==> src/rtl/crctl_pkg.sv <==
// ----------------------------------------------------------------------------
// crctl_pkg
// Shared types, character constants and CRC-32 helpers for the CRC tagged
// line stream block.
// ----------------------------------------------------------------------------
package crctl_pkg;

    localparam logic [31:0] CRC_POLY = 32'hEDB8_8320;
    localparam logic [31:0] CRC_INIT = 32'hFFFF_FFFF;

    localparam logic [7:0] CHAR_CR     = 8'h0D;
    localparam logic [7:0] CHAR_LF     = 8'h0A;
    localparam logic [7:0] CHAR_LBRACE = 8'h7B;
    localparam logic [7:0] CHAR_RBRACE = 8'h7D;
    localparam logic [7:0] CHAR_SPACE  = 8'h20;
    localparam logic [7:0] CHAR_ZERO   = 8'h30;
    localparam logic [7:0] CHAR_A      = 8'h61;
    localparam logic [3:0] NIB_MASK    = 4'h F;

    // Positions in the output sequence of one queue entry.
    localparam int STEP_W = 5;
    localparam logic [STEP_W-1:0] STEP_OPEN     = 5'd0;
    localparam logic [STEP_W-1:0] STEP_OPEN_LF  = 5'd1;
    localparam logic [STEP_W-1:0] STEP_OPEN_TAG = 5'd2;
    localparam logic [STEP_W-1:0] STEP_CHAR     = 5'd13;
    localparam logic [STEP_W-1:0] STEP_TAG      = 5'd14;
    localparam logic [STEP_W-1:0] STEP_LAST     = 5'd24;

    // One classified character waiting for the back end.
    typedef struct packed {
        logic [7:0]  ch;
        logic        first;
        logic        newline;
        logic [31:0] tag;
    } t_queue_entry;

    typedef struct packed {
        logic full;
        logic empty;
    } t_fifo_status;

    // Byte-wise reflected CRC-32 update.
    function automatic logic [31:0] crc_fold(input logic [31:0] crc,
                                             input logic [7:0] data);
        logic [31:0] c;
        c = crc ^ {24'd0, data};
        for (int b = 0; b < 8; b++) begin
            c = (c >> 1) ^ (c[0] ? CRC_POLY : 32'd0);
        end
        return c;
    endfunction

    function automatic logic [7:0] hex_char(input logic [3:0] nib);
        logic [7:0] r;
        if (nib < 4'd10) begin
            r = 8'(CHAR_ZERO + {4'd0, nib});
        end else begin
            r = 8'(CHAR_A + {4'd0, nib} - 8'd10);
        end
        return r;
    endfunction

    // Byte idx of the tag "{hhhhhhhh} ", idx 0 to 10.
    function automatic logic [7:0] tag_byte(input logic [3:0] idx,
                                            input logic [31:0] val);
        logic [7:0] r;
        logic [2:0] k;
        logic [3:0] nib;
        k   = 3'(4'd8 - idx);
        nib = val[{k, 2'b00} +: 4] & NIB_MASK;
        if (idx == 4'd0) begin
            r = CHAR_LBRACE;
        end else if (idx == 4'd9) begin
            r = CHAR_RBRACE;
        end else if (idx == 4'd10) begin
            r = CHAR_SPACE;
        end else begin
            r = hex_char(nib);
        end
        return r;
    endfunction

endpackage

==> src/rtl/crctl_if.sv <==
// ----------------------------------------------------------------------------
// crctl_if
// Valid/ready stream interfaces for the input and output channels.
// ----------------------------------------------------------------------------
interface crctl_in_if;
    logic       valid;
    logic       ready;
    logic [7:0] in_char;
    logic       last_in_write;

    modport source (output valid, output in_char, output last_in_write, input ready);
    modport sink   (input valid, input in_char, input last_in_write, output ready);
endinterface

interface crctl_out_if;
    logic       valid;
    logic       ready;
    logic [7:0] out_char;
    logic       last_of_run;

    modport source (output valid, output out_char, output last_of_run, input ready);
    modport sink   (input valid, input out_char, input last_of_run, output ready);
endinterface

==> src/rtl/crctl_front.sv <==
// ----------------------------------------------------------------------------
// crctl_front
// Accepts characters, folds them into the running CRC and queues them.
// ----------------------------------------------------------------------------
module crctl_front (
    input  logic                    i_clk,
    input  logic                    i_rst_n,
    crctl_in_if.sink                i_in,
    input  crctl_pkg::t_fifo_status i_status,
    output logic                    o_push,
    output crctl_pkg::t_queue_entry o_entry
);

    logic [31:0] r_crc;
    logic [31:0] n_crc;
    logic        r_started;
    logic        accept;

    assign i_in.ready = !i_status.full;
    assign accept     = i_in.valid && i_in.ready;
    assign n_crc      = crctl_pkg::crc_fold(r_crc, i_in.in_char);

    // The write-call marker does not change the output stream.
    always_comb begin
        o_push          = accept;
        o_entry.ch      = i_in.in_char;
        o_entry.first   = !r_started;
        o_entry.newline = (i_in.in_char == crctl_pkg::CHAR_LF);
        o_entry.tag     = ~n_crc;
    end

    always_ff @(posedge i_clk) begin
        if (!i_rst_n) begin
            r_crc     <= crctl_pkg::CRC_INIT;
            r_started <= 1'b0;
        end else if (accept) begin
            r_crc     <= n_crc;
            r_started <= 1'b1;
        end
    end

endmodule

==> src/rtl/crctl_fifo.sv <==
// ----------------------------------------------------------------------------
// crctl_fifo
// Two-entry queue between the front end and the back end.
// ----------------------------------------------------------------------------
module crctl_fifo (
    input  logic                    i_clk,
    input  logic                    i_rst_n,
    input  logic                    i_push,
    input  crctl_pkg::t_queue_entry i_entry,
    input  logic                    i_pop,
    output crctl_pkg::t_queue_entry o_head,
    output crctl_pkg::t_fifo_status o_status
);

    crctl_pkg::t_queue_entry r_mem [2];
    logic       r_wr_ptr;
    logic       r_rd_ptr;
    logic [1:0] r_count;
    logic [1:0] n_count;

    assign o_head          = r_mem[r_rd_ptr];
    assign o_status.full   = (r_count == 2'd2);
    assign o_status.empty  = (r_count == 2'd0);

    always_comb begin
        n_count = r_count;
        if (i_push && !i_pop) begin
            n_count = r_count + 2'd1;
        end else if (i_pop && !i_push) begin
            n_count = r_count - 2'd1;
        end
    end

    always_ff @(posedge i_clk) begin
        if (!i_rst_n) begin
            r_wr_ptr <= 1'b0;
            r_rd_ptr <= 1'b0;
            r_count  <= 2'd0;
        end else begin
            r_count <= n_count;
            if (i_push) begin
                r_wr_ptr <= !r_wr_ptr;
            end
            if (i_pop) begin
                r_rd_ptr <= !r_rd_ptr;
            end
        end
    end

    always_ff @(posedge i_clk) begin
        if (i_push) begin
            r_mem[r_wr_ptr] <= i_entry;
        end
    end

    a_no_overflow: assert property (@(posedge i_clk) disable iff (!i_rst_n)
        i_push |-> !o_status.full)
        else $error("queue written while full");

    a_no_underflow: assert property (@(posedge i_clk) disable iff (!i_rst_n)
        i_pop |-> !o_status.empty)
        else $error("queue read while empty");

endmodule

==> src/rtl/crctl_back.sv <==
// ----------------------------------------------------------------------------
// crctl_back
// Expands each queued character into its output bytes, one per cycle while the receiver keeps up.
// ----------------------------------------------------------------------------
module crctl_back (
    input  logic                    i_clk,
    input  logic                    i_rst_n,
    input  crctl_pkg::t_queue_entry i_head,
    input  crctl_pkg::t_fifo_status i_status,
    output logic                    o_pop,
    crctl_out_if.source             o_out
);

    localparam logic [31:0] OPEN_TAG_VAL = ~crctl_pkg::CRC_INIT;

    logic                          r_valid;
    logic                          n_valid;
    logic [7:0]                    r_char;
    logic                          r_last;
    logic                          r_mid;
    logic [crctl_pkg::STEP_W-1:0]  r_step;
    logic [crctl_pkg::STEP_W-1:0]  cur_step;
    logic [7:0]                    byte_out;
    logic                          last;
    logic                          emit;

    assign o_out.valid       = r_valid;
    assign o_out.out_char    = r_char;
    assign o_out.last_of_run = r_last;

    always_comb begin
        if (r_mid) begin
            cur_step = r_step;
        end else if (i_head.first) begin
            cur_step = crctl_pkg::STEP_OPEN;
        end else begin
            cur_step = crctl_pkg::STEP_CHAR;
        end

        if (cur_step == crctl_pkg::STEP_OPEN) begin
            byte_out = crctl_pkg::CHAR_CR;
        end else if (cur_step == crctl_pkg::STEP_OPEN_LF) begin
            byte_out = crctl_pkg::CHAR_LF;
        end else if (cur_step < crctl_pkg::STEP_CHAR) begin
            byte_out = crctl_pkg::tag_byte(4'(cur_step - crctl_pkg::STEP_OPEN_TAG),
                                           OPEN_TAG_VAL);
        end else if (cur_step == crctl_pkg::STEP_CHAR) begin
            byte_out = i_head.ch;
        end else begin
            byte_out = crctl_pkg::tag_byte(4'(cur_step - crctl_pkg::STEP_TAG),
                                           i_head.tag);
        end

        last  = ((cur_step == crctl_pkg::STEP_CHAR) && !i_head.newline)
                || (cur_step == crctl_pkg::STEP_LAST);
        emit  = !i_status.empty && (!r_valid || o_out.ready);
        o_pop = emit && last;

        n_valid = r_valid;
        if (emit) begin
            n_valid = 1'b1;
        end else if (o_out.ready) begin
            n_valid = 1'b0;
        end
    end

    always_ff @(posedge i_clk) begin
        if (!i_rst_n) begin
            r_valid <= 1'b0;
            r_mid   <= 1'b0;
            r_step  <= crctl_pkg::STEP_OPEN;
        end else begin
            r_valid <= n_valid;
            if (emit) begin
                r_mid  <= !last;
                r_step <= cur_step + 5'd1;
            end
        end
    end

    always_ff @(posedge i_clk) begin
        if (emit) begin
            r_char <= byte_out;
            r_last <= last;
        end
    end

    a_mid_has_head: assert property (@(posedge i_clk) disable iff (!i_rst_n)
        r_mid |-> !i_status.empty)
        else $error("entry left the queue before its last byte");

    a_step_range: assert property (@(posedge i_clk) disable iff (!i_rst_n)
        r_mid |-> (r_step > crctl_pkg::STEP_OPEN) && (r_step <= crctl_pkg::STEP_LAST))
        else $error("output step out of range");

endmodule

==> src/rtl/crc_tagged_line_stream_top.sv <==
// ----------------------------------------------------------------------------
// crc_tagged_line_stream_top
// Console character stream with CRC-32 line tags.
// ----------------------------------------------------------------------------
// Characters arrive on i_in (in_char, last_in_write) and leave on o_out
// (out_char, last_of_run); a transaction on either channel happens at a
// rising edge with valid and ready both high. Every character is passed on
// and folded into a reflected IEEE CRC-32 (all ones start, inverted when
// shown). The first character after reset is preceded by CR, LF and the
// tag "{00000000} ". A newline is followed by "{hhhhhhhh} ", the CRC of all
// characters so far in lower-case hex, most significant digit first.
// last_of_run marks the final output byte caused by one input character;
// last_in_write has no effect on the output.
// The front end takes one character per cycle while the two-entry queue
// has room; the back end puts out one byte per cycle from its output
// register while the receiver takes them. An idle block writes a
// character into the queue and then its first byte into the output
// register, which raises o_out.valid.
// When the receiver stalls, the output register holds its byte, the queue
// fills and i_in.ready drops. Synchronous reset (i_rst_n low) restores the
// CRC to all ones, re-arms the opening tag and empties the queue.
// ----------------------------------------------------------------------------
module crc_tagged_line_stream_top (
    input  logic        i_clk,
    input  logic        i_rst_n,
    crctl_in_if.sink    i_in,
    crctl_out_if.source o_out
);

    crctl_pkg::t_queue_entry push_entry;
    crctl_pkg::t_queue_entry head_entry;
    crctl_pkg::t_fifo_status fifo_status;
    logic                    push;
    logic                    pop;

    // Front end: handshake, CRC update and classification.
    crctl_front u_front (
        .i_clk    (i_clk),
        .i_rst_n  (i_rst_n),
        .i_in     (i_in),
        .i_status (fifo_status),
        .o_push   (push),
        .o_entry  (push_entry)
    );

    // Queue that lets the front keep accepting during tag bursts.
    crctl_fifo u_fifo (
        .i_clk    (i_clk),
        .i_rst_n  (i_rst_n),
        .i_push   (push),
        .i_entry  (push_entry),
        .i_pop    (pop),
        .o_head   (head_entry),
        .o_status (fifo_status)
    );

    // Back end: byte sequencer and output register.
    crctl_back u_back (
        .i_clk    (i_clk),
        .i_rst_n  (i_rst_n),
        .i_head   (head_entry),
        .i_status (fifo_status),
        .o_pop    (pop),
        .o_out    (o_out)
    );

endmodule

==> src/flat_wrapper.sv <==
// flat-port wrapper written by rule: the top's interface ports become plain ports
module crc_tagged_line_stream_top_flat 
  (i_clk, i_rst_n, i_in_valid, i_in_in_char, i_in_last_in_write, i_in_ready, o_out_valid, o_out_out_char, o_out_last_of_run, o_out_ready);
  crctl_in_if i_in_i ();
  crctl_out_if o_out_i ();
  input  logic i_clk;
  input  logic i_rst_n;
  input wire logic [$bits(i_in_i.valid)-1:0] i_in_valid;
  input wire logic [$bits(i_in_i.in_char)-1:0] i_in_in_char;
  input wire logic [$bits(i_in_i.last_in_write)-1:0] i_in_last_in_write;
  output wire logic [$bits(i_in_i.ready)-1:0] i_in_ready;
  output wire logic [$bits(o_out_i.valid)-1:0] o_out_valid;
  output wire logic [$bits(o_out_i.out_char)-1:0] o_out_out_char;
  output wire logic [$bits(o_out_i.last_of_run)-1:0] o_out_last_of_run;
  input wire logic [$bits(o_out_i.ready)-1:0] o_out_ready;
  assign i_in_i.valid = i_in_valid;
  assign i_in_i.in_char = i_in_in_char;
  assign i_in_i.last_in_write = i_in_last_in_write;
  assign i_in_ready = i_in_i.ready;
  assign o_out_valid = o_out_i.valid;
  assign o_out_out_char = o_out_i.out_char;
  assign o_out_last_of_run = o_out_i.last_of_run;
  assign o_out_i.ready = o_out_ready;
  crc_tagged_line_stream_top u_core (.i_clk(i_clk), .i_rst_n(i_rst_n), .i_in(i_in_i), .o_out(o_out_i));
endmodule
==> config.mk <==
export PLATFORM = sky130hd
export DESIGN_NAME = crc_tagged_line_stream_top_flat
export DESIGN_NICKNAME = d
export VERILOG_FILES = /design/src/rtl/crctl_pkg.sv /design/src/rtl/crctl_if.sv /design/src/rtl/crctl_front.sv /design/src/rtl/crctl_fifo.sv /design/src/rtl/crctl_back.sv /design/src/rtl/crc_tagged_line_stream_top.sv /design/src/flat_wrapper.sv
export SDC_FILE = /design/constraint.sdc
export NUM_CORES = 1
export LEC_CHECK = 0
export BUFFER_PORTS_ARGS = -buffer_cell sky130_fd_sc_hd__buf_2
export CAP_MARGIN = 10
export CORE_AREA = 2 2 111 113
export CTS_CLUSTER_DIAMETER = 60
export CTS_CLUSTER_SIZE = 20
export DETAILED_ROUTE_END_ITERATION = 12
export DIE_AREA = 0 0 113 115
export PLACE_DENSITY_LB_ADDON = 0.15
export SLEW_MARGIN = 15
export SYNTH_ARGS = -nofsm -noshare
export SYNTH_HDL_FRONTEND = slang
export SYNTH_HIERARCHICAL = 1
export SYNTH_SLANG_ARGS = --single-unit
==> constraint.sdc <==
create_clock -name i_clk -period 7 [get_ports i_clk]
set_input_delay 0.7 -clock i_clk [delete_from_list [all_inputs] [get_ports i_clk]]
set_output_delay 0.7 -clock i_clk [all_outputs]
set_load 0.01 [all_outputs]
# == After elaboration in Yosys (flattened, before gate mapping) ==
# Memory sizes are Yosys's and may differ from the RTL's. A register that Yosys moved wholly into a read port is not among the register bits.
# Index checks and enable logic that the tools add are counted.
# word_totals
in_bits,13
latch_bits,0
register_bits,53
word_cells,103
rom_bits,0
memories,1
ramBits,84
# memory_table
name,words,width,read_ports,rd_ports_with_merged_regs,wr,line_no,rtl
u_core.u_fifo.r_mem,2,42,1,1,1,crctl_fifo.sv:15,crctl_pkg::t_queue_entry r_mem [2];
# classes
shift,2
n_mux,29
n_addsub,13
magnitude_cmp,3
n_div,0
bitwise_logic,10
n_eq_ne,9
multipliers,0
reduce_logical,25
# op_table
operator,count
32-bit 2-to-1 mux,8
31-bit by 32-bit XOR with 32-bit output,8
8-bit 2-to-1 mux,10
32-bit NOT,1
32-bit by 6-bit variable part select with 4-bit output,1
"32-bit by 6-bit variable part select with 4-bit output, first input constant",1
32-bit by 8-bit XOR with 32-bit output,1
"7-bit by 4-bit adder with 8-bit output, first input constant",2
"4-bit equality test, second input constant",4
"8-bit by 4-bit subtractor with 8-bit output, second input constant",2
"6-bit by 4-bit adder with 7-bit output, first input constant",2
1-bit logical NOT,10
"8-bit by 4-bit equality test with 1-bit output, second input constant",1
4-bit logical NOT,2
"4-bit less-than comparator, second input constant",2
1-bit logical AND,6
1-bit 2-to-1 mux,6
"1-bit by 3-bit subtractor with 3-bit output, first input constant",2
"5-bit by 1-bit adder with 5-bit output, second input constant",1
"5-bit by 1-bit equality test with 1-bit output, second input constant",1
"5-bit by 4-bit equality test with 1-bit output, second input constant",1
"5-bit equality test, second input constant",1
5-bit logical NOT,1
"5-bit by 4-bit less-than comparator with 1-bit output, second input constant",1
other kinds (13),16

# == Logic depth before layout (Yosys ltp) ==
# logic_depth
ltp_word,18
mapped_depth,16
mapped_depth_nobuf,13

# == Hierarchy ==
# The synthesis kept the hierarchy.
# by_module_without_submodules
mod,area_per_inst_um2,cells_each,instances
crctl_fifo,3249.4,153,1
crctl_front,1904.3,195,1
crctl_back,1495.2,165,1

# == Least setup slack after synthesis ==
# OpenSTA, ideal clock, no wires.
# synth_path
path_type,register to register
start,register u_core.u_fifo.r_count[0]
end,memory u_core/u_fifo/r_mem[0][0] in the netlist's numbering (enable)
path_stages_with_launch,7
n_path_buf,1
required_ns,6.552
slack_ns,3.270
arrival_ns,3.282
cell_sequence,dfxtp_1 > and2b_2 > inv_1 > nand2_1 > inv_1 > clkbuf_1 > nor2b_1
# synth_rtl
element,line_no,rtl
from (decl),crctl_fifo.sv:18,logic [1:0] r_count;
from (signal assigned),crctl_fifo.sv:40,r_count <= n_count;
to (decl),crctl_fifo.sv:15,

==> impl_results.md <==
* Status: finished with violations
* Failing checks: DRC
* Mapped cell area at 0.00665 mm2
* Hold Vio Cnt, Final at 0
* CP endpoint kind: flip-flop
* Met2 WL post-DR at 6.42 mm
* Syn avg cell area at 13.0 um2
* Core Box Area at 0.0118 mm2
* Synth top area share at 0.420
* Final Critical Period at 4.07 ns
* Worst skew pair latency at 0.41 ns
* Metal-1 WL at 5.56 mm
* Die Span Y at 115 um
* Slowest stage cell, crit path: ha_1
* Post-synthesis xor/xnor area fraction at 0.124
* Complex-gate fraction of the synthesized area at 0.0873
* Max-Cap Viols at 0
* Antenna violations before repair at 0
* Synth async-reset ratio at 0
* Final period utilization at 0.581
* Pwr Density at 552 mW/mm2
* Comb power frac at 0.430
* Slew @ Worst Pin at 1.17 ns
* Post-detailed-route count of antenna-violating nets at 0
* Post-route insts no fill at 685
* Crit path cell chain: buf_4, mux2_2, nor2b_4, nor2_4, inv_1, ha_1, mux4_2, mux2_4, inv_1, ha_1, inv_1, a21oi_1, nor4b_1, nor3b_1
* CTS Buffer Depth at 2
* Peak fanout along the critical path at 42
* Hold-fix buffers, CTS at 0
* Largest cells by area after synthesis: edfxtp_1, dfxtp_1, mux2_2
* Avg WL per Cell at 18.3 um
* # DRC at 1
* Dpl cell area at 0.00681 mm2
* Vias in the first global route at 3807
* Yosys cell types at 65
* Tot Pwr at 4.06 mW
* Pleak at 2.65 nW
* Critical path arrival at 4.31 ns
* Synth Instances at 513
* Largest stage delay on the critical path at 0.60 ns
* Psw at 1.42 mW
* Synth Area in Simple Gates at 0.0781
* Vias per cell at 5.68
* Largest family of logic cells by synthesized area: XOR/XNOR gates
* Worst relative slew slack at 0.221
* Initial core utilization at 0.563
* Seq/Total Area, Yosys at 0.556
* Layout cells sized above 1 at 0.232
* Syn Nets at 532
* Placed cell count at 653
* CP Data Required Time at 7.24 ns
* Root buffer cell: clkbuf_16
* Post-synthesis adder-cell area fraction at 0.0113
* Multiplexer share of the synthesized area at 0.109
* Pre-antenna DRT Iters at 9
* Ant. Diodes at 0
* Ys flop type: edfxtp_1
* PnR worst setup slack at 2.93 ns
* Port Buffers at 22
* Htree depth at 4
* Switching share of total power at 0.349
* Power share of the clock group at 0.203
* Clock-pin slew on the worst setup and hold paths at 0.06 ns
* CTS Buf Count at 17
* Layout overhead on the synthesized area at 10.6%
* Maximum operating frequency at 246 MHz
* Die ar. at 0.0130 mm2
* Cts repair resizes at 0
* GR Util All Layers at 0.205
* Hold crit path type: flip-flop to flip-flop
* Post-layout nets at 544
* Number of enable flip-flop cells after synthesis at 93
* Largest net degree at the start of global routing at 56
* Worst slack at placement at 2.87 ns
* Final number of max-transition violations at 0
* Setup crit start kind: flip-flop
* Ports at 24
* Setup Total Neg Slack at 0 ns
* Synth Warn # at 6
* CP dominant cell by count: inv_1
* RSZ-0062 raised after global routing: false
* Final Core Density at 0.623
* Crit path kind: flip-flop to flip-flop
* Gr ovfl total at 0
* WHS at 0.463 ns
* Int Pwr at 2.65 mW
* Sequential share of power at 0.367
* Final Cell Area at 0.00735 mm2
* Row Count at 40
* Hpwl dp at 8.01 mm
* RePlAce Congestion at 0.850
* Largest area contributor in the netlist: edfxtp_1
* Fin Clk Skew at 0.00714 ns
* Number of DRC markers in iteration 0 at 343
* Clock sink total at 138
* First-pass GRT wire length at 20.0 mm
* CTS tree: built
* Post-Route WL at 12.6 mm
* Final setup fails at 0
* DR top layer: met4
* Routed wl met3 at 411 um
* Worst VDD drop at 0.274 mV
* Total setup buffers inserted after CTS at 0
* Chip Width at 113 um
* FF+latch count, synth at 138
* Via count at 3889
-- placed cells by master, fill, tap and decap left out, types with 6 or more instances in the layout --
master / Yosys / layout
edfxtp_1: 93 / 93
xnor2_1: 50 / 50
nand2_1: 47 / 46
dfxtp_1: 45 / 44
mux2_2: 43 / 43
o211ai_1: 27 / 27
xor2_1: 24 / 24
buf_2: 3 / 22
nor2_1: 20 / 20
clkbuf_16: 0 / 17
inv_1: 11 / 11
o21ai_0: 9 / 9
mux4_2: 7 / 7
a21oi_1: 6 / 6
nor3b_1: 6 / 6
a31oi_1: 6 / 6
ha_1: 6 / 6
-- Yosys cell counts (2+ instances only) --
cell      instances
buf_2             3
dfxtp_1          45
xor2_1           24
inv_1            11
mux2_2           43
a31oi_1           6
nand3_1           2
nand4_1           2
xnor2_1          50
nand2b_1          3
mux4_2            7
clkbuf_1         17
a21oi_1           6
a211oi_1          2
o21a_1            2
nand2_1          47
nor2b_1           6
nor2_1           20
o211ai_1         27
mux2_4            3
o21ai_0           9
nor3_1            3
buf_4            12
nor3b_1           6
a21boi_0          4
edfxtp_1         93
nor2b_4           2
o211a_1           3
o22ai_1           3
xnor2_4           2
ha_1              6
and2_1            5
xnor2_2           5
o31a_1            2
a21o_1            2
-- metal layers --
metal / GRT usage / up-vias
li1: - / 1888
met1: 0.256 / 1904
met2: 0.356 / 86
met3: 0.0395 / 11
met4: 0.0813 / 0
met5: 0 / -
-- cells by family (layout without fill, tap and decap cells) --
logic type               after synthesis  in the layout
multiplexers                          55             55
flip-flops                           138            138
AND/OR/NAND/NOR                      104            104
buffers and inverters                 47             72
XOR/XNOR                              83             83
AO/OA/AOI/OAI                         80             80
adder cells (fa/ha/maj)                6              6
-- layout make-up --
cell class                 count  area, um2
clock inverter                11        104
fill                         923       4460
tap                          147        184
inverter                      13       48.8
timing repair buffer          27        148
clock buffer                  21        440
sequential                   138       3690
multi-input combinational    328       2730
-- power by group through the flow --
stage	registers, mW	logic (mW)	clock network (mW)
2_1_floorplan	1.47	1.38	0
3_3_place_gp	1.49	1.70	0
3_5_place_dp	1.51	1.74	0
4_1_cts	1.49	1.76	0.841
5_1_grt	1.52	1.92	0.871
6_report	1.49	1.75	0.826
-- state kept, by name, summed over array words and instances (netlist names), 2 cells and up, named ones only --
name	count
u_core/u_fifo/r_count	2
u_core/u_front/r_crc	32
u_core/u_fifo/r_mem	84
u_core/u_back/r_step	5
u_core/u_back/o_out.out_char	8
-- path summary, 6_finish.rpt --
kind	from	endpoint	slack, ns	depth (start not counted)
worst max register to register	flip-flop	u_core/u_back/o_out.out_char[4]	2.93	14
worst max-delay path	flip-flop	u_core/u_back/o_out.out_char[4]	2.93	14
worst min-delay path	u_core/u_front/r_started	u_core/u_front/r_started	0.46	1
worst min register to register	u_core/u_front/r_started	u_core/u_front/r_started	0.46	1
-- worst max-delay path, delay by kind of cell, from the launching register on --
family	cells	cell delay [ns]
DFF	1	0.31
adders and majority gates	2	0.78
muxes	3	1.17
AOI/OAI and AO/OA	1	0.12
buffers and inverters	4	0.68
and+or+nand+nor	4	0.84
(Power assumes the default switching activity.)
